==> src/sv/mcs_pkg.sv <==
// Shared types and constants for the multiplexed compare scheduler.
package mcs_pkg;

  localparam int OPCODE_W  = 3;
  localparam int INDEX_W   = 4;
  localparam int FIELD_W   = 32;
  localparam int GRACE_W   = 8;
  localparam int KIND_W    = 2;
  localparam int FIRED_W   = 3;
  localparam int S_TDATA_W = 72;  // 4 + 32 + 32 = 68 bits, padded to bytes
  localparam int M_TDATA_W = 40;  // 3 + 32 = 35 bits, padded to bytes
  localparam int M_PAD_W   = M_TDATA_W - FIRED_W - FIELD_W;

  localparam logic [GRACE_W-1:0] GRACE_RESET = 8'd4;

  // Log2 of how many grace periods behind now the match window reaches.
  localparam int FIRE_WINDOWS_LOG2 = 2;

  typedef enum logic [OPCODE_W-1:0] {
    OP_ARM_SCHED    = 3'd0,
    OP_ARM          = 3'd1,
    OP_DISARM_SCHED = 3'd2,
    OP_DISARM       = 3'd3,
    OP_MATCH        = 3'd4,
    OP_SCHEDULE     = 3'd5
  } op_t;

  typedef enum logic [KIND_W-1:0] {
    KIND_FIRED    = 2'd0,
    KIND_ENABLE   = 2'd1,
    KIND_DISABLE  = 2'd2,
    KIND_NOCHANGE = 2'd3
  } kind_t;

  typedef enum logic [2:0] {
    ST_IDLE = 3'b001,
    ST_SCAN = 3'b010,
    ST_EMIT = 3'b100
  } state_t;

endpackage

==> src/sv/mcs_target_ram.sv <==
// Target table memory: one write port, one registered read port.
module mcs_target_ram #(
  parameter int DEPTH  = 8,
  parameter int WIDTH  = 32,
  parameter int ADDR_W = 3
) (
  input  logic              clk,
  input  logic              wr_en,
  input  logic [ADDR_W-1:0] wr_addr,
  input  logic [WIDTH-1:0]  wr_data,
  input  logic              rd_en,
  input  logic [ADDR_W-1:0] rd_addr,
  output logic [WIDTH-1:0]  rd_data
);

  logic [WIDTH-1:0] mem [DEPTH];

  always_ff @(posedge clk) begin
    if (wr_en) begin
      mem[wr_addr] <= wr_data;
    end
  end

  always_ff @(posedge clk) begin
    if (rd_en) begin
      rd_data <= mem[rd_addr];
    end
  end

endmodule

==> src/sv/multiplexed_compare_scheduler.sv <==
// Top level: timer table multiplexed onto one hardware compare.
//
// Requests come in on the s_ channel: s_tuser carries the opcode, s_tdata the
// entry index, target and current counter value. Results leave on the m_
// channel: m_tuser is the result kind, m_tdata the fired entry and compare
// value, m_tlast closes the run of results belonging to one request.
// grace_period is set via cfg_wr_en/cfg_wr_data, by the user only while idle; not enforced.
//
// Targets sit in a one-port-read memory; armed flags are flip-flops. Arm and
// disarm write at the accept edge. Requests that reschedule or carry a match
// event then walk the table, one memory read per cycle, during which fires
// are marked and the nearest remaining target is tracked. After that one
// result leaves per cycle while the output is free: fired entries in index
// order, then the schedule result. Arm or disarm without scheduling skips
// the table walk.
// A new request is accepted once the previous run has been handed to the
// output register, even if its last result is still waiting there.
// A stalled receiver holds the output register and halts the result walk.
// Reset disarms every entry, clears the scheduled compare and sets the grace
// period to 4; the target memory is not cleared (unarmed entries are unused).
module multiplexed_compare_scheduler #(
  parameter int ENTRIES    = 8,
  parameter int COUNT_BITS = 32
) (
  input  logic                          clk,
  input  logic                          rst,
  // config
  input  logic                          cfg_wr_en,
  input  logic [mcs_pkg::GRACE_W-1:0]   cfg_wr_data,   // grace_period
  // request channel
  input  logic                          s_tvalid,
  output logic                          s_tready,
  input  logic [mcs_pkg::S_TDATA_W-1:0] s_tdata,       // entry_index, target_value, now_count
  input  logic [mcs_pkg::OPCODE_W-1:0]  s_tuser,       // opcode
  // result channel
  output logic                          m_tvalid,
  input  logic                          m_tready,
  output logic [mcs_pkg::M_TDATA_W-1:0] m_tdata,       // fired_entry, compare_value
  output logic [mcs_pkg::KIND_W-1:0]    m_tuser,       // kind
  output logic                          m_tlast        // last
);

  localparam int IDX_W  = (ENTRIES > 1) ? $clog2(ENTRIES) : 1;
  localparam int CNT_W  = $clog2(ENTRIES + 1);
  localparam int WIDE_W = COUNT_BITS + mcs_pkg::FIRE_WINDOWS_LOG2;
  localparam logic [IDX_W-1:0] LAST_IDX = IDX_W'(ENTRIES - 1);

  // ---------------------------------------------------------------- fields
  logic [mcs_pkg::INDEX_W-1:0] in_index;
  logic [mcs_pkg::FIELD_W-1:0] in_target;
  logic [mcs_pkg::FIELD_W-1:0] in_now;
  logic [COUNT_BITS-1:0]       in_target_c;
  logic [COUNT_BITS-1:0]       in_now_c;
  logic [COUNT_BITS-1:0]       grace_c;
  logic                        idx_ok;
  logic                        accept;

  assign in_index    = s_tdata[mcs_pkg::INDEX_W-1:0];
  assign in_target   = s_tdata[mcs_pkg::INDEX_W +: mcs_pkg::FIELD_W];
  assign in_now      = s_tdata[mcs_pkg::INDEX_W + mcs_pkg::FIELD_W +: mcs_pkg::FIELD_W];
  assign in_target_c = COUNT_BITS'(in_target);
  assign in_now_c    = COUNT_BITS'(in_now);
  assign idx_ok      = 32'(in_index) < ENTRIES;
  assign accept      = s_tvalid && s_tready;

  // --------------------------------------------------------------- registers
  mcs_pkg::state_t             state;
  logic [mcs_pkg::GRACE_W-1:0] grace;
  logic [ENTRIES-1:0]          armed;
  logic [ENTRIES-1:0]          fired_mask;
  logic [COUNT_BITS-1:0]       sched_cmp;
  logic [COUNT_BITS-1:0]       now_q;
  logic [COUNT_BITS-1:0]       lax_q;
  logic                        is_match;
  logic                        do_sched;
  logic [CNT_W-1:0]            rd_cnt;
  logic                        ev_valid;
  logic [IDX_W-1:0]            ev_idx;
  logic [COUNT_BITS-1:0]       best;
  logic [COUNT_BITS-1:0]       pick;
  logic                        any_armed;

  assign s_tready = (state == mcs_pkg::ST_IDLE);

  // Decode at accept.
  logic arm_wr;
  logic disarm_wr;
  logic need_scan;

  always_comb begin
    arm_wr    = 1'b0;
    disarm_wr = 1'b0;
    need_scan = 1'b0;
    unique case (s_tuser) inside
      mcs_pkg::OP_ARM_SCHED: begin
        arm_wr    = idx_ok;
        need_scan = idx_ok;
      end
      mcs_pkg::OP_ARM: begin
        arm_wr = idx_ok;
      end
      mcs_pkg::OP_DISARM_SCHED: begin
        disarm_wr = idx_ok;
        need_scan = idx_ok;
      end
      mcs_pkg::OP_DISARM: begin
        disarm_wr = idx_ok;
      end
      mcs_pkg::OP_MATCH, mcs_pkg::OP_SCHEDULE: begin
        need_scan = 1'b1;
      end
      default: begin
      end
    endcase
  end

  // ---------------------------------------------------------------- memory
  logic                  rd_en;
  logic [COUNT_BITS-1:0] rd_data;

  assign rd_en = (state == mcs_pkg::ST_SCAN) && (rd_cnt < CNT_W'(ENTRIES));

  mcs_target_ram #(
    .DEPTH  (ENTRIES),
    .WIDTH  (COUNT_BITS),
    .ADDR_W (IDX_W)
  ) u_ram (
    .clk     (clk),
    .wr_en   (accept && arm_wr),
    .wr_addr (IDX_W'(in_index)),
    .wr_data (in_target_c),
    .rd_en   (rd_en),
    .rd_addr (IDX_W'(rd_cnt)),
    .rd_data (rd_data)
  );

  // --------------------------------------------------------- scan evaluation
  logic                  ev_armed;
  logic                  ev_fire;
  logic                  ev_live;
  logic [COUNT_BITS-1:0] ev_dist;
  logic [COUNT_BITS-1:0] ev_age;

  assign ev_armed = armed[ev_idx];
  assign ev_age   = now_q - rd_data;
  // Fire if the target is less than four grace periods behind now.
  assign ev_fire  = is_match && ev_armed &&
                    (WIDE_W'(ev_age) < WIDE_W'({grace, mcs_pkg::FIRE_WINDOWS_LOG2'(0)}));
  assign ev_live  = ev_armed && !ev_fire;
  assign ev_dist  = rd_data - lax_q;

  // ---------------------------------------------------------- result select
  logic                  out_free;
  logic [IDX_W-1:0]      first_fired;
  logic                  out_load;
  mcs_pkg::kind_t        res_kind;
  logic [IDX_W-1:0]      res_entry;
  logic [COUNT_BITS-1:0] res_value;
  logic                  res_last;
  logic                  sched_we;
  logic [COUNT_BITS-1:0] sched_next;
  logic [COUNT_BITS-1:0] earliest;

  assign out_free = !m_tvalid || m_tready;
  assign out_load = (state == mcs_pkg::ST_EMIT) && out_free;
  assign earliest = now_q + grace_c;
  assign grace_c  = COUNT_BITS'(grace);

  // lowest fired index goes first
  always_comb begin
    first_fired = '0;
    for (int i = ENTRIES - 1; i >= 0; i--) begin
      if (fired_mask[i]) begin
        first_fired = IDX_W'(i);
      end
    end
  end

  always_comb begin
    res_kind   = mcs_pkg::KIND_NOCHANGE;
    res_entry  = '0;
    res_value  = '0;
    res_last   = 1'b1;
    sched_we   = 1'b0;
    sched_next = pick;
    if (fired_mask != '0) begin
      res_kind  = mcs_pkg::KIND_FIRED;
      res_entry = first_fired;
      res_last  = 1'b0;
    end else if (do_sched) begin
      if (!any_armed) begin
        // nothing armed: park the compare two grace periods back
        sched_we   = 1'b1;
        sched_next = lax_q - grace_c;
        res_kind   = mcs_pkg::KIND_DISABLE;
      end else if (pick != sched_cmp) begin
        // best holds pick - lax; clamp to at least now + grace
        sched_we = 1'b1;
        if ((earliest - lax_q) > best) begin
          sched_next = earliest;
        end
        res_kind  = mcs_pkg::KIND_ENABLE;
        res_value = sched_next;
      end
    end
  end

  // ------------------------------------------------------------------ control
  always_ff @(posedge clk) begin
    if (rst) begin
      state      <= mcs_pkg::ST_IDLE;
      grace      <= mcs_pkg::GRACE_RESET;
      armed      <= '0;
      fired_mask <= '0;
      sched_cmp  <= '0;
      rd_cnt     <= '0;
      ev_valid   <= 1'b0;
      ev_idx     <= '0;
      is_match   <= 1'b0;
      do_sched   <= 1'b0;
      any_armed  <= 1'b0;
    end else begin
      if (cfg_wr_en) begin
        grace <= cfg_wr_data;
      end
      unique case (state)
        mcs_pkg::ST_IDLE: begin
          if (accept) begin
            if (arm_wr) begin
              armed[IDX_W'(in_index)] <= 1'b1;
            end
            if (disarm_wr) begin
              armed[IDX_W'(in_index)] <= 1'b0;
            end
            is_match   <= (s_tuser == mcs_pkg::OP_MATCH);
            do_sched   <= need_scan;
            fired_mask <= '0;
            any_armed  <= 1'b0;
            rd_cnt     <= '0;
            ev_valid   <= 1'b0;
            state      <= need_scan ? mcs_pkg::ST_SCAN : mcs_pkg::ST_EMIT;
          end
        end
        mcs_pkg::ST_SCAN: begin
          ev_valid <= rd_en;
          ev_idx   <= IDX_W'(rd_cnt);
          if (rd_en) begin
            rd_cnt <= rd_cnt + CNT_W'(1);
          end
          if (ev_valid) begin
            if (ev_fire) begin
              armed[ev_idx]      <= 1'b0;
              fired_mask[ev_idx] <= 1'b1;
            end
            if (ev_live && ev_dist <= best) begin
              any_armed <= 1'b1;
            end
            if (ev_idx == LAST_IDX) begin
              state <= mcs_pkg::ST_EMIT;
            end
          end
        end
        mcs_pkg::ST_EMIT: begin
          if (out_load) begin
            if (fired_mask != '0) begin
              fired_mask[first_fired] <= 1'b0;
            end else begin
              if (sched_we) begin
                sched_cmp <= sched_next;
              end
              state <= mcs_pkg::ST_IDLE;
            end
          end
        end
        default: begin
          state <= mcs_pkg::ST_IDLE;
        end
      endcase
    end
  end

  // payload registers
  always_ff @(posedge clk) begin
    if (accept) begin
      now_q <= in_now_c;
      lax_q <= in_now_c - grace_c;
      best  <= '1;
      pick  <= '0;
    end else if (state == mcs_pkg::ST_SCAN && ev_valid && ev_live && ev_dist <= best) begin
      best <= ev_dist;
      pick <= rd_data;
    end
  end

  // ----------------------------------------------------------- output register
  logic [mcs_pkg::FIRED_W-1:0] out_entry;
  logic [mcs_pkg::FIELD_W-1:0] out_value;

  always_ff @(posedge clk) begin
    if (rst) begin
      m_tvalid <= 1'b0;
    end else if (out_load) begin
      m_tvalid <= 1'b1;
    end else if (m_tready) begin
      m_tvalid <= 1'b0;
    end
  end

  always_ff @(posedge clk) begin
    if (out_load) begin
      m_tuser   <= res_kind;
      out_entry <= mcs_pkg::FIRED_W'(res_entry);
      out_value <= mcs_pkg::FIELD_W'(res_value);
      m_tlast   <= res_last;
    end
  end

  assign m_tdata = {{mcs_pkg::M_PAD_W{1'b0}}, out_value, out_entry};

  // --------------------------------------------------------------- assertions
  // Fired marks only exist while working on a match event.
  assert property (@(posedge clk) disable iff (rst)
    (fired_mask != '0) |-> is_match)
    else $error("fired entries outside a match event");

  // A fired entry result is never the end of a run.
  assert property (@(posedge clk) disable iff (rst)
    (m_tvalid && m_tuser == mcs_pkg::KIND_FIRED) |-> !m_tlast)
    else $error("fired result marked last");

  // Read counter never runs past the table.
  assert property (@(posedge clk) disable iff (rst)
    rd_cnt <= CNT_W'(ENTRIES))
    else $error("table walk overran");

  // A fired entry is disarmed together with the setting of its fired mark.
  assert property (@(posedge clk) disable iff (rst)
    (state == mcs_pkg::ST_SCAN && ev_valid && ev_fire) |=> !armed[$past(ev_idx)])
    else $error("fired entry still armed");

endmodule
==> config.mk <==
export PLATFORM = sky130hd
export DESIGN_NAME = multiplexed_compare_scheduler
export DESIGN_NICKNAME = d
export VERILOG_FILES = /design/src/sv/mcs_pkg.sv /design/src/sv/mcs_target_ram.sv /design/src/sv/multiplexed_compare_scheduler.sv
export SDC_FILE = /design/constraint.sdc
export NUM_CORES = 1
export LEC_CHECK = 0
export ABC_CLOCK_PERIOD_IN_PS = 18300
export BUFFER_PORTS_ARGS = -buffer_cell sky130_fd_sc_hd__buf_2
export CAP_MARGIN = 10
export CELL_PAD_IN_SITES_DETAIL_PLACEMENT = 0
export CELL_PAD_IN_SITES_GLOBAL_PLACEMENT = 1
export CORE_ASPECT_RATIO = 1.4
export CORE_UTILIZATION = 45
export DETAILED_ROUTE_END_ITERATION = 16
export HOLD_SLACK_MARGIN = 0.12
export PLACE_DENSITY_LB_ADDON = 0.1
export SLEW_MARGIN = 20
export SYNTH_ARGS = -nofsm -noshare
export SYNTH_HDL_FRONTEND = slang
export SYNTH_SLANG_ARGS = --single-unit
==> constraint.sdc <==
create_clock -name clk -period 18.3 [get_ports clk]
set_input_delay 0 -clock clk [delete_from_list [all_inputs] [get_ports clk]]
set_output_delay 0 -clock clk [all_outputs]
set_load 0.02 [all_outputs]
# [After elaboration in Yosys (flattened, before gate mapping)]
# Memories as Yosys holds them, arrays and structs flattened. A register that Yosys moved wholly into a read port is not among the register bits.
# Cells that the tools add are included.
[totals] register_bits=237 ramBits=256 in_bits=88 word_cells=170 memories=1
[classes] addsub=7 n_lt_le_gt_ge=11 n_eq_ne=19 n_mux=65 bitwise=12 reduce_logical=35
[mem_list] name="u_ram.mem" depth=8 word_bits=32 read_ports=1 rd_clocked_by_memory_dff=1 wr=1 line="mcs_target_ram.sv:16" source="logic [WIDTH-1:0] mem [DEPTH];"
[ops] op="$mux 32" count=4
[ops] op="$mux 8" count=13
[ops] op="$sub 32x32->32" count=3
[ops] op="$sub 32x8->32" count=2
[ops] op="$mux 3" count=14
[ops] op="$add 32x8->32" count=1
[ops] op="$gt 32x32->1" count=1
[ops] op="$le 32x32->1" count=1
[ops] op="$lt 32x10->1" count=1
[ops] op="$ne 32x32->1" count=1
[ops] op="$and 8x8->8" count=3
[ops] op="$not 8->8" count=3
[ops] op="$pmux 8 s3" count=1
[ops] op="$mux 1" count=18
[ops] op="$or 8x8->8" count=2
[ops] op="$pmux 8 s2" count=1
[ops] op="$logic_and 1x1->1" count=14
[ops] op="$eq 3x3->1 const B" count=4
[ops] op="$lt 3x4->1 const B" count=3
[ops] op="$reduce_and 4->1" count=3
[ops] op="$ne 2x2->1 const B" count=5
[ops] op="$demux 1 s3" count=3
[ops] op="$eq 3x2->1 const B" count=3
[ops] op="$ge 3x1->1 const B" count=3
[ops] op="23 further kinds" count=42

# [Depth between registers and ports, before layout]
# Gate-level depths: netlist of the first run.
[depth] word_depth=17 ltp_mapped=34

# [Modules after synthesis]
# A second synthesis of the first run with hierarchy kept.
[hier_totals] cells_unflattened=2619 area_unflattened_um2=29514.6
[modules_own_cells] module="multiplexed_compare_scheduler" n_inst=1 cells_each=2204 area_per_inst_um2=18728.0 seq_area_each_um2=5765.5
[modules_own_cells] module="mcs_target_ram" n_inst=1 cells_each=415 area_per_inst_um2=10786.6 seq_area_each_um2=8648.3

# [Worst setup path after synthesis of the first run]
# Ideal clock, no wire load.
[synth_path] kind="flip-flop to flip-flop" startpoint="reg now_q[0]" endpoint="reg out_value[26] (netlist bit), data pin" arrival_ps=7276 path_slack_ps=10769 path_stages_with_launch=33 path_buffers=2 period_less_slack_ps=7531 cell_sequence="edfxtp_1 > ha_1 > fa_1 > a21o_1 > a21oi_1 > o21bai_1 > a21oi_1 > o21bai_1 > a21o_1 > clkbuf_1 > xor2_1 > ha_1 > nand3_1 > a21oi_1 > a2111oi_0 > nor2_1 > a221oi_1 > nor3_1 > o31a_1 > and4_1 > a2111oi_2 > o21bai_1 > xor2_1 > ha_1 > nand4_1 > nor2_1 > and3_1 > nand4_1 > o21bai_1 > a21oi_1 > clkbuf_1 > mux2_2 > and3_1"
[synth_via] elab_chain_cells=4
[synth_lines] element="start, declared" line="multiplexed_compare_scheduler.sv:72" source="logic [COUNT_BITS-1:0] now_q;"
[synth_lines] element="start signal, assigned" line="multiplexed_compare_scheduler.sv:285" source="now_q <= in_now_c;"
[synth_lines] element="$add 32x8->32 (*)" line="multiplexed_compare_scheduler.sv:166" source="assign earliest = now_q + grace_c;"
[synth_lines] element="$sub 32x32->32" line="multiplexed_compare_scheduler.sv:199" source="if ((earliest - lax_q) > best) begin"
[synth_lines] element="$gt 32x32->1" line="multiplexed_compare_scheduler.sv:199"
[synth_lines] element="$mux 32 (*)" line="multiplexed_compare_scheduler.sv:199"
[synth_lines] element="end signal, assigned" line="multiplexed_compare_scheduler.sv:313" source="out_value <= mcs_pkg::FIELD_W'(res_value);"
[synth_lines] element="end, declared" line="multiplexed_compare_scheduler.sv:297" source="logic [mcs_pkg::FIELD_W-1:0] out_value;"
# Every way passes the cells marked *; elsewhere a longest branch is shown, timed or not.
# A chain may end at the register's enable or synchronous reset.

# [Worst setup path in the final report of the first run]
[layout_path] startpoint="reg grace[0] (netlist bit)" endpoint="reg out_value[26] (netlist bit), data pin"
[layout_via] elab_chain_cells=4
[layout_lines] element="start, declared" line="multiplexed_compare_scheduler.sv:68" source="logic [mcs_pkg::GRACE_W-1:0] grace;"
[layout_lines] element="start signal, assigned" line="multiplexed_compare_scheduler.sv:212" source="grace <= mcs_pkg::GRACE_RESET;"
[layout_lines] element="start signal, assigned" line="multiplexed_compare_scheduler.sv:224" source="grace <= cfg_wr_data;"
[layout_lines] element="$add 32x8->32 (*)" line="multiplexed_compare_scheduler.sv:166"
[layout_lines] element="$sub 32x32->32" line="multiplexed_compare_scheduler.sv:199"
[layout_lines] element="$gt 32x32->1" line="multiplexed_compare_scheduler.sv:199"
[layout_lines] element="$mux 32 (*)" line="multiplexed_compare_scheduler.sv:199"
# Marks and branches as above.

==> metrics.yaml, run 1 <==
status: "complete, no violations"
critical_path.startpoint_type: "flop"
pwr-share-clk_pct: 29.6
drt-pass1-iter-count: 8
final.setup_skew_ns: 0.0254
totalWireLength_mm: 85.1
die_h_um: 303
final_core_utilization_pct: 52.4
drtAntennaViolNets: 0
post-dp-hpwl_mm: 61.3
fin_crit_sh_pct: 51.1
cts_max_level: 2
fmax_mhz: 107
cts_sinks: 525
io_pins: 133
viasPerCell: 5.79
ys.flop_type: "edfxtp_1"
p_comb_share_pct: 33.0
die_x_um: 217
netlist_area_um2: 29100
hold_path.class: "in -> reg"
r2r.worst_path.cells: 31
drv_slew: 0
yosysWarnings: 0
slew_headroom_pct: 26.5
cp.arrival_ns: 9.73
crit_path_top_delay_cell: "a2111oi_0"
cts_tree: "built"
worstPathMaxFanout: 53
synth_area_leaders: "edfxtp_1, dfxtp_1, ha_1"
coreArea_um2: 64100
cp-end-kind: "flop"
drive_above_1_share_pct: 13.0
drtIter0Drc: 1361
clkTransAtPathRegs_ns: 0.07
numCtsBuffers: 53
clkLatencyLatePin_ns: 0.62
start_util_pct: 45.4
p_sw_mw: 1.32
cpPeakStageDelay_ns: 0.81
synthArstFlopShare_pct: 0
cts_buffer_depth: 3
drv_cap: 0
num_vias: 21700
place_area_um2: 30700
grt_pass1_wl_mm: 128
grt_usage_pct: 25.8
grt_antenna_before_repair: 8
switching_share_pct: 34.8
powerDensity_nw_per_um2: 113
cp.required_ns: 18.67
final_common_cell: "edfxtp_1"
synth_top_cell_by_area: "edfxtp_1"
p_seq_share_pct: 37.5
wl_per_cell_um: 22.7
drc: 0
synthCells: 2649
setup_violations: 0
holdPathStages: 2
final_area_um2: 33600
grt_pass1_vias: 22100
grt_setup_unrepaired: "no"
timing_worst_setup_path_type: "reg -> reg"
syn_to_final_growth_pct: 15.3
irDropWorstVdd_uv: 88.1
syn_avg_cell_area_um2: 11.0
synth_edf_count: 390
tightest_slew_ns: 1.10
yosysUniqueCellTypes: 83
min_period_ns: 9.36
gp_congestion: 0.916
port_buffers: 123
num-nets-final: 3140
grt_overflow: 0
fin_tns_setup_ns: 0
yosysSeqAreaShare_pct: 49.5
die-area_um2: 65700
leakage_nw: 12.9
postCtsSetupBuffers: 0
rows: 110
p_int_mw: 2.48
final_cell_mix: "edfxtp_1, ha_1, a21oi_1, nor2_1, o21ai_0"
grt_max_degree: 73
synth-seq-cells: 525
path_common_cell: "o21bai_1"
cts_root_buf: "clkbuf_16"
finalHoldViolCount: 0
synth_top_area_share_pct: 40.2
-- Yosys cell counts (all sizes together) (4+ instances only) --
library cell and count:
dfxtp 135, a22oi 7, a31oi 34, or3 11, xnor2 104, or4 8
mux2i 13, fa 5, o31a 6, a21o 41, nand3 134, o21bai 16
o211ai 41, nor2b 27, ha 188, mux2 46, o2111ai 5, buf 28
a2111oi 10, nand3b 6, o31ai 11, clkbuf 87, and4 7, mux4 64
a211o 6, or2 4, o21ai 171, a21boi 8, a41oi 4, edfxtp 390
and2 9, nor2 177, a21oi 182, nor3b 4, and3 29, nand4 50
nand2b 46, nor3 46, a211oi 15, o22ai 8, o21a 33, xor2 77
inv 156, nor4 27, nand2 137
-- flip-flops by register name, summed over array words and instances (netlist names), 32 cells and up --
register       flops
u_ram.mem        256
lax_q             32
now_q             32
sched_cmp         32
out_value         32
best              32
pick              32
u_ram.rd_data     32
-- final timing paths --
check	start	endpoint	slack (ns)
max reg2reg	grace[0]	out_value[26]	8.94
min	s_tdata[66]	now_q[30]	0.15
min reg2reg	armed[1]	armed[1]	0.47
max	grace[0]	out_value[26]	8.94
-- cell families after synthesis --
kind of cell	synth area share (%)
AND/OR/NAND/NOR	12.5
XOR/XNOR	5.45
buffers and inverters	3.65
flip-flops	49.5
multiplexers	7.18
AO/OA/AOI/OAI	13.3
adder cells (fa/ha/maj)	8.42
other	0.0129
-- through the flow --
stage / instances / setup WS, ns / power (mW) / hold slack, ns
finish: 3747 / 8.94 / 3.80 / 0.151
CTS: 3741 / 8.85 / 3.82 / 0.128
floorplan: 2653 / 10.77 / 2.31 / 0.0989
global route: 3746 / 8.35 / 4.00 / 0.149
detailed placement: 3531 / 8.89 / 2.67 / 0.207
global placement: 3530 / 9.01 / 2.65 / 0.192
-- per-layer routing --
metal  wire (um)  global-route usage [%]  up-vias
met4        3810                    11.3        4
met3        3330                    3.08      168
met1       35000                    30.6    10700
li1            -                       -    10300
met2       42900                    46.7      536
met5          28                       0        -
-- worst max-delay path, delay by kind of cell, from the launching register on --
kind | cells | cell delay [ns]
fa+ha+maj | 4 | 1.33
buf+inv | 1 | 0.54
compound gates | 14 | 4.06
simple gates | 9 | 1.76
flops | 1 | 0.38
mux | 1 | 0.45
xor+xnor | 2 | 0.51
-- final cells by class --
| cell class | count | area [um^2] |
|---|---|---|
| inverters | 156 | 588 |
| clock buffers | 64 | 1420 |
| diodes | 6 | 15.0 |
| flip-flops and latches | 525 | 14400 |
| repair buffers | 266 | 1980 |
| clock inverters | 33 | 360 |
| fillers | 5798 | 30600 |
| well taps | 840 | 1050 |
| multi-input cells | 1857 | 13700 |
-- power by group through the flow --
stage               Combinational, mW  Clock [mW]  Sequential, mW
CTS                              1.25        1.15            1.42
finish                           1.25        1.12            1.42
detailed placement               1.22           0            1.45
global placement                 1.20           0            1.45
global route                     1.38        1.19            1.43
floorplan                       0.878           0            1.43
-- timing repair --
action / 4_1_cts / 5_1_grt
resized for setup: 0 / 0
hold endpoints to repair: 388 / 0
hold buffers: 113 / 0
(Power assumes the default switching activity.)
==> run 2: changes to the inputs <==
--- a/config.mk
+++ b/config.mk
@@ -5,7 +5,8 @@
 export SDC_FILE = /design/constraint.sdc
 export NUM_CORES = 1
 export LEC_CHECK = 0
-export ABC_CLOCK_PERIOD_IN_PS = 18300
+export ABC_AREA = 1
+export ABC_CLOCK_PERIOD_IN_PS = 9700
 export BUFFER_PORTS_ARGS = -buffer_cell sky130_fd_sc_hd__buf_2
 export CAP_MARGIN = 10
 export CELL_PAD_IN_SITES_DETAIL_PLACEMENT = 0
==> constraint.sdc (replaced) <==
create_clock -name clk -period 9.7 [get_ports clk]
set_input_delay 0 -clock clk [delete_from_list [all_inputs] [get_ports clk]]
set_output_delay 0 -clock clk [all_outputs]
set_load 0.02 [all_outputs]
==> run 2 against run 1 <==
  * Final area grew 6.1%
  * Die area up 6.8%
  * Cell count is 33% higher
  * Sequential share of layout area fell by 2.5 points
  * Clock-buffer cell count increased by 1
  * Utilization down 0.058 points
  * Combinational power up 130%
  * Worst hold slack is essentially flat
  * Critical path depth rose by 6
  * Largest power group is now combinational logic
==> metrics.yaml, run 2 <==
post-dp-hpwl_mm: 71.0  # +16%
drtAntennaViolNets: 0  # unchanged
die_h_um: 313  # +3.3%
grt_max_degree: 73  # unchanged
yosysSeqAreaShare_pct: 46.4  # -3.2 points
syn_to_final_growth_pct: 14.6
viasPerCell: 5.26  # -9.3%
routed-wl-met2_mm: 48.9  # +14%
drc: 0  # unchanged
leakage_nw: 15.7  # +22%
num_vias: 26200  # +20%
yosysUniqueCellTypes: 55  # -34%
max_flop_register: "u_ram.mem"
cp-end-kind: "flop"
cts_tree: "built"
drv_slew: 0  # unchanged
synth-xor-area-share_pct: 3.94  # -1.5 points
finalHoldViolCount: 0  # unchanged
totalWireLength_mm: 95.7  # +12%
synth-simple-area-share_pct: 22.1  # +9.7 points
final_area_um2: 35600  # +6.1%
die-area_um2: 70200  # +6.8%
clkTransAtPathRegs_ns: 0.06  # about the same
register_area_um2: 14400  # about the same
synth_area_leaders: "edfxtp_1, nand2_1, dfxtp_1"
startpoint: "grace[0]"
wl_met3_mm: 4.17  # +25%
die_x_um: 224  # +3.3%
cp.required_ns: 10.23  # -8.44 ns
dp_cells: 4763  # +35%
hold_start: "s_tdata[3]"
highest_layer: "met5"
final_cell_mix: "nand2_1, nor2_1, inv_1, edfxtp_1, a21oi_1"
io_pins: 133  # unchanged
wl_per_cell_um: 19.2  # -15%
num-nets-final: 4288  # +37%
cts_buffer_depth: 3  # unchanged
gp_congestion: 0.945  # +3.3%
r2r-start: "grace[0]"
routedLengthMet1_mm: 37.8  # +8.1%
yosysWarnings: 0  # unchanged
grt_usage_pct: 27.2  # +1.4 points
numCtsBuffers: 55  # +3.8%
yosys-top-cells-count: "nand2_1, nor2_1, inv_1"
synth_most_common_cell: "nand2_1"
crit_path_top_delay_cell: "nand2_2"
fin_cells: 4976  # +33%
drt-pass1-iter-count: 6  # -2
cts_resized: 0  # unchanged
postCtsSetupBuffers: 0  # unchanged
coreArea_um2: 68100  # +6.3%
multiInputGateArea_um2: 14400  # +5.0%
grt_pass1_wl_mm: 146  # +14%
tightest_slew_ns: 1.13  # +0.0265 ns
largest_reg_flops: 256  # unchanged
synth_edf_count: 390  # unchanged
grt_pass1_vias: 26100  # +18%
min_period_ns: 7.94  # -1.42 ns
grt_overflow: 0  # unchanged
status: "complete, no violations"
drtIter0Drc: 1597  # +17%
cp.arrival_ns: 8.47  # -1.26 ns
cts_root_buf: "clkbuf_16"
synthArstFlopShare_pct: 0  # unchanged
place_area_um2: 32700  # +6.7%
ys.flop_type: "edfxtp_1"
cts_hold_buf: 107  # -5.3%
cpPeakStageDelay_ns: 0.52  # -0.29 ns
setup_violations: 0  # unchanged
netlist_area_um2: 31100  # +6.8%
timing_worst_setup_path_type: "reg -> reg"
synth_compound_area_share_pct: 12.1  # -1.2 points
place_ws_ns: 1.72  # -7.17 ns
fin_tns_setup_ns: 0  # unchanged
fin_crit_sh_pct: 81.9  # +31 points
synthMuxAreaShare_pct: 0  # -7.2 points
clkLatencyLatePin_ns: 0.64  # +0.02 ns
worstPathMaxFanout: 29  # -45%
rows: 113  # +2.7%
final_common_cell: "nand2_1"
fill_cells: 6713  # +16%
grt_antenna_before_repair: 7  # -1
synth-seq-cells: 525  # unchanged
synth_top_area_share_pct: 37.7  # -2.6 points
cts_sinks: 525  # unchanged
drv_cap: 0  # unchanged
grt_setup_unrepaired: "no"
synthCells: 3797  # +43%
path_common_cell: "nand2_1"
synth_top_cell_by_area: "edfxtp_1"
port_buffers: 123  # unchanged
hold_path.class: "in -> reg"
syn_avg_cell_area_um2: 8.19  # -25%
drive_above_1_share_pct: 7.35  # -5.7 points
synth_top_family_by_area: "simple AND/OR/NAND/NOR gates"
layout_setup_ws_ns: 1.76  # -7.18 ns
powerDensity_nw_per_um2: 218  # +93%
fmax_mhz: 126  # +18%
final.setup_skew_ns: 0.0329  # +0.00749 ns
yosys.area_share.adder_pct: 7.89  # -0.54 points
irDropWorstVdd_uv: 198  # +120%
cts_max_level: 2  # unchanged
slew_headroom_pct: 24.0  # -2.5 points
critical_path.startpoint_type: "flop"
start_util_pct: 45.6  # +0.23 points
## run 2: worst paths after layout
path	endpoint	slack [ns]	cells after the start
worst max register to register	sched_cmp[30]	1.76	37
worst max-delay path	sched_cmp[30]	1.76	37
worst min-delay path	armed[6]	0.15	7
worst min register to register	best[26]	0.46	2
## run 2: routing by layer
metal  track usage (%)  up-vias
met5                 0        -
met4              13.0        8
met3              3.07      213
met2              50.6      642
met1              30.8    12100
li1                  -    13200
## run 2: worst max-delay path, delay by kind of cell, from the launching register on
family                   cells  cell delay, ns
buffers and inverters        6            0.83
XOR/XNOR                     1            0.20
AND/OR/NAND/NOR             17            3.20
flip-flops                   1            0.44
AO/OA/AOI/OAI                9            2.06
adder cells (fa/ha/maj)      4            1.11
## run 2: kinds of logic after synthesis
kind of cell             count (synthesis)
AND/OR/NAND/NOR                       1650
AO/OA/AOI/OAI                          680
buffers and inverters                  608
flip-flops                             525
adder cells (fa/ha/maj)                193
XOR/XNOR                               140
other                                    1
## run 2: cell type report
type | count | area share [%]
inverters | 496 | 5.23
clock buffers | 65 | 4.11
diodes | 3 | 0.0211
flip-flops and latches | 525 | 40.5
multi-input cells | 2668 | 40.5
repair buffers | 261 | 5.39
well taps | 920 | 3.23
clock inverters | 38 | 1.08
## run 2: per-stage QoR
| stage | power [mW] | hold WS (ns) | util [%] |
|---|---|---|---|
| after floorplan | 4.72 | 0.0989 | - |
| after global placement | 5.57 | 0.203 | 48.0 |
| after detailed placement | 5.58 | 0.196 | 48.0 |
| after CTS | 7.81 | 0.122 | 52.3 |
| after global routing | 8.24 | 0.144 | 52.3 |
| final | 7.78 | 0.150 | 52.3 |
## run 2: where the power goes
part	internal [mW]	switching (mW)	total, mW
logic	0.919	1.92	2.84
clock network	1.25	0.944	2.19
registers	2.60	0.149	2.75
==> run 3: changes to the inputs <==
--- a/config.mk
+++ b/config.mk
@@ -5,8 +5,8 @@
 export SDC_FILE = /design/constraint.sdc
 export NUM_CORES = 1
 export LEC_CHECK = 0
-export ABC_AREA = 1
-export ABC_CLOCK_PERIOD_IN_PS = 9700
+export ABC_AREA = 0
+export ABC_CLOCK_PERIOD_IN_PS = 6950
 export BUFFER_PORTS_ARGS = -buffer_cell sky130_fd_sc_hd__buf_2
 export CAP_MARGIN = 10
 export CELL_PAD_IN_SITES_DETAIL_PLACEMENT = 0
==> constraint.sdc (replaced) <==
create_clock -name clk -period 6.95 [get_ports clk]
set_input_delay 0 -clock clk [delete_from_list [all_inputs] [get_ports clk]]
set_output_delay 0 -clock clk [all_outputs]
set_load 0.02 [all_outputs]
==> run 3 against run 2 <==
  * Cell count decreased by 21%
  * Routed wire length shrank 4.2%
  * Fmax increased by 15%
  * Combinational power increased by 34%
  * Power is 34% higher
  * Sequential power grew 36%
  * Sequential share of layout area is 0.36 points higher
  * Clock skew down 0.013 ns
  * Critical endpoint is now out_value[1]
==> metrics.yaml, run 3 (same netlist as run 1, synthesis figures left out) <==
cts_max_level: 2  # unchanged
irDropWorstVdd_uv: 267  # +35%
num-nets-final: 3301  # -23%
final.setup_skew_ns: 0.0198  # -0.0131 ns
place_ws_ns: -0.614  # -2.34 ns
powerDensity_nw_per_um2: 295  # +35%
slew_headroom_pct: 31.6  # +7.7 points
leakage_nw: 13.8  # -12%
syn_to_final_growth_pct: 21.3
clkTransAtPathRegs_ns: 0.06  # about the same
viasPerCell: 5.78  # +10%
die_h_um: 303  # -3.2%
fin_cells: 3909  # -21%
num_vias: 22600  # -14%
min_period_ns: 6.90  # -1.04 ns
grt_pass1_wl_mm: 134  # -7.7%
max_flop_register: "u_ram.mem"
numCtsBuffers: 54  # -1.8%
status: "complete, no violations"
port_buffers: 123  # unchanged
dp_cells: 3664  # -23%
largest_reg_flops: 256  # unchanged
post-dp-hpwl_mm: 64.7  # -8.8%
clkLatencyLatePin_ns: 0.64  # about the same
fin_crit_sh_pct: 99.3  # +17 points
cts_root_buf: "clkbuf_16"
setup_violations: 0  # unchanged
grt_antenna_before_repair: 8  # +1
timing.hold.ws_ns: 0.151  # +0.000210 ns
layout_setup_ws_ns: 0.0487  # -1.71 ns
drtIter0Drc: 1582  # -0.94%
timing_worst_setup_path_type: "reg -> reg"
cts_tree: "built"
fin_tns_setup_ns: 0  # unchanged
tightest_slew_ns: 1.03  # -0.104 ns
drive_above_1_share_pct: 19.0  # +12 points
critical_path.startpoint_type: "flop"
die_x_um: 217  # -3.2%
drv_cap: 0  # unchanged
rows: 110  # -2.7%
die-area_um2: 65700  # -6.3%
wl_per_cell_um: 23.4  # +22%
gp_congestion: 0.920  # -2.7%
grt_usage_pct: 27.2  # -0.055 points
grt_max_degree: 69  # -5.5%
cp.required_ns: 7.32  # -2.91 ns
cts_buffer_depth: 3  # unchanged
grt_setup_unrepaired: "yes"
start_util_pct: 45.4  # -0.23 points
final_cell_mix: "edfxtp_1, ha_1, a21oi_1, nor2_1, buf_4"
cts_sinks: 525  # unchanged
drv_slew: 0  # unchanged
fmax_mhz: 145  # +15%
drtAntennaViolNets: 0  # unchanged
cp.arrival_ns: 7.27  # -1.20 ns
drt-pass1-iter-count: 6  # unchanged
cpPeakStageDelay_ns: 0.41  # -0.11 ns
io_pins: 133  # unchanged
worstPathMaxFanout: 5  # -83%
totalWireLength_mm: 91.7  # -4.2%
coreArea_um2: 64100  # -5.9%
fill_cells: 5671  # -16%
finalHoldViolCount: 0  # unchanged
final_common_cell: "edfxtp_1"
crit_path_top_delay_cell: "edfxtp_1"
grt_pass1_vias: 22800  # -13%
grt_overflow: 0  # unchanged
cp-end-kind: "flop"
drc: 0  # unchanged
hold_path.class: "in -> reg"
-- run 3: cell types whose count changed in the layout (fill, tap and decap cells not counted), sizes merged, moves of 33 or more --
cell	delta
mux2	+46
a21oi	-78
nand2	-590
o21ai	-73
mux4	+64
nand3	-68
nor2	-380
xnor2	+50
nand2b	+46
inv	-337
buf	+150
a21o	+33
-- run 3: cell type report --
class	count	area [um^2]	area share (%)
diodes	7	17.5	0.0496
clock buffers	70	1440	4.08
clock inverters	28	245	0.694
inverters	156	588	1.66
multi-input cells	1857	14100	39.9
flip-flops and latches	525	14400	40.8
well taps	840	1050	2.98
repair buffers	426	3450	9.77
-- run 3: report_power, final --
part | internal (mW) | leakage [nW] | switching, mW
logic | 1.58 | 8.33 | 2.23
registers | 3.58 | 4.63 | 0.170
clock network | 1.58 | 0.813 | 1.28
-- run 3: final timing paths --
kind	startpoint	cells past startpoint	to	slack [ns]
min reg2reg	armed[2]	2	armed[2]	0.47
max reg2reg	now_q[0]	36	out_value[1]	0.05
min	s_tdata[66]	2	now_q[30]	0.15
max	now_q[0]	36	out_value[1]	0.05
-- run 3: worst max-delay path, delay by kind of cell (launching register included) --
family,cells,cell delay (ns)
xor gates and xnor gates,2,0.22
adders and majority gates,4,1.04
muxes,1,0.30
and+or+nand+nor,12,1.74
DFF,1,0.41
buffers and inverters,5,0.74
AOI/OAI and AO/OA,12,2.20
-- run 3: metal layers --
| layer | GRT usage, % | wire, um | vias up |
|---|---|---|---|
| li1 | - | - | 10700 |
| met1 | 32.8 | 36800 | 11000 |
| met2 | 47.3 | 45400 | 678 |
| met3 | 3.23 | 4120 | 224 |
| met4 | 14.7 | 5310 | 4 |
| met5 | 0 | 22 | - |
-- run 3: what timing repair did --
action | in CTS | in global routing
setup endpoints to repair | 128 | 129
pin swaps | 21 | 55
hold buffers | 118 | 0
gates cloned | 1 | 7
hold endpoints to repair | 400 | 0
setup buffers | 7 | 7
gates resized for setup | 24 | 88
-- run 3: metrics by stage --
step / power (mW) / instance area (um^2) / util (%)
floorplan: 6.10 / 29200 / -
global placement: 7.37 / 31700 / 49.5
detailed placement: 7.41 / 31700 / 49.5
CTS: 10.4 / 34800 / 54.3
global route: 10.9 / 35300 / 55.1
finish: 10.4 / 35300 / 55.1
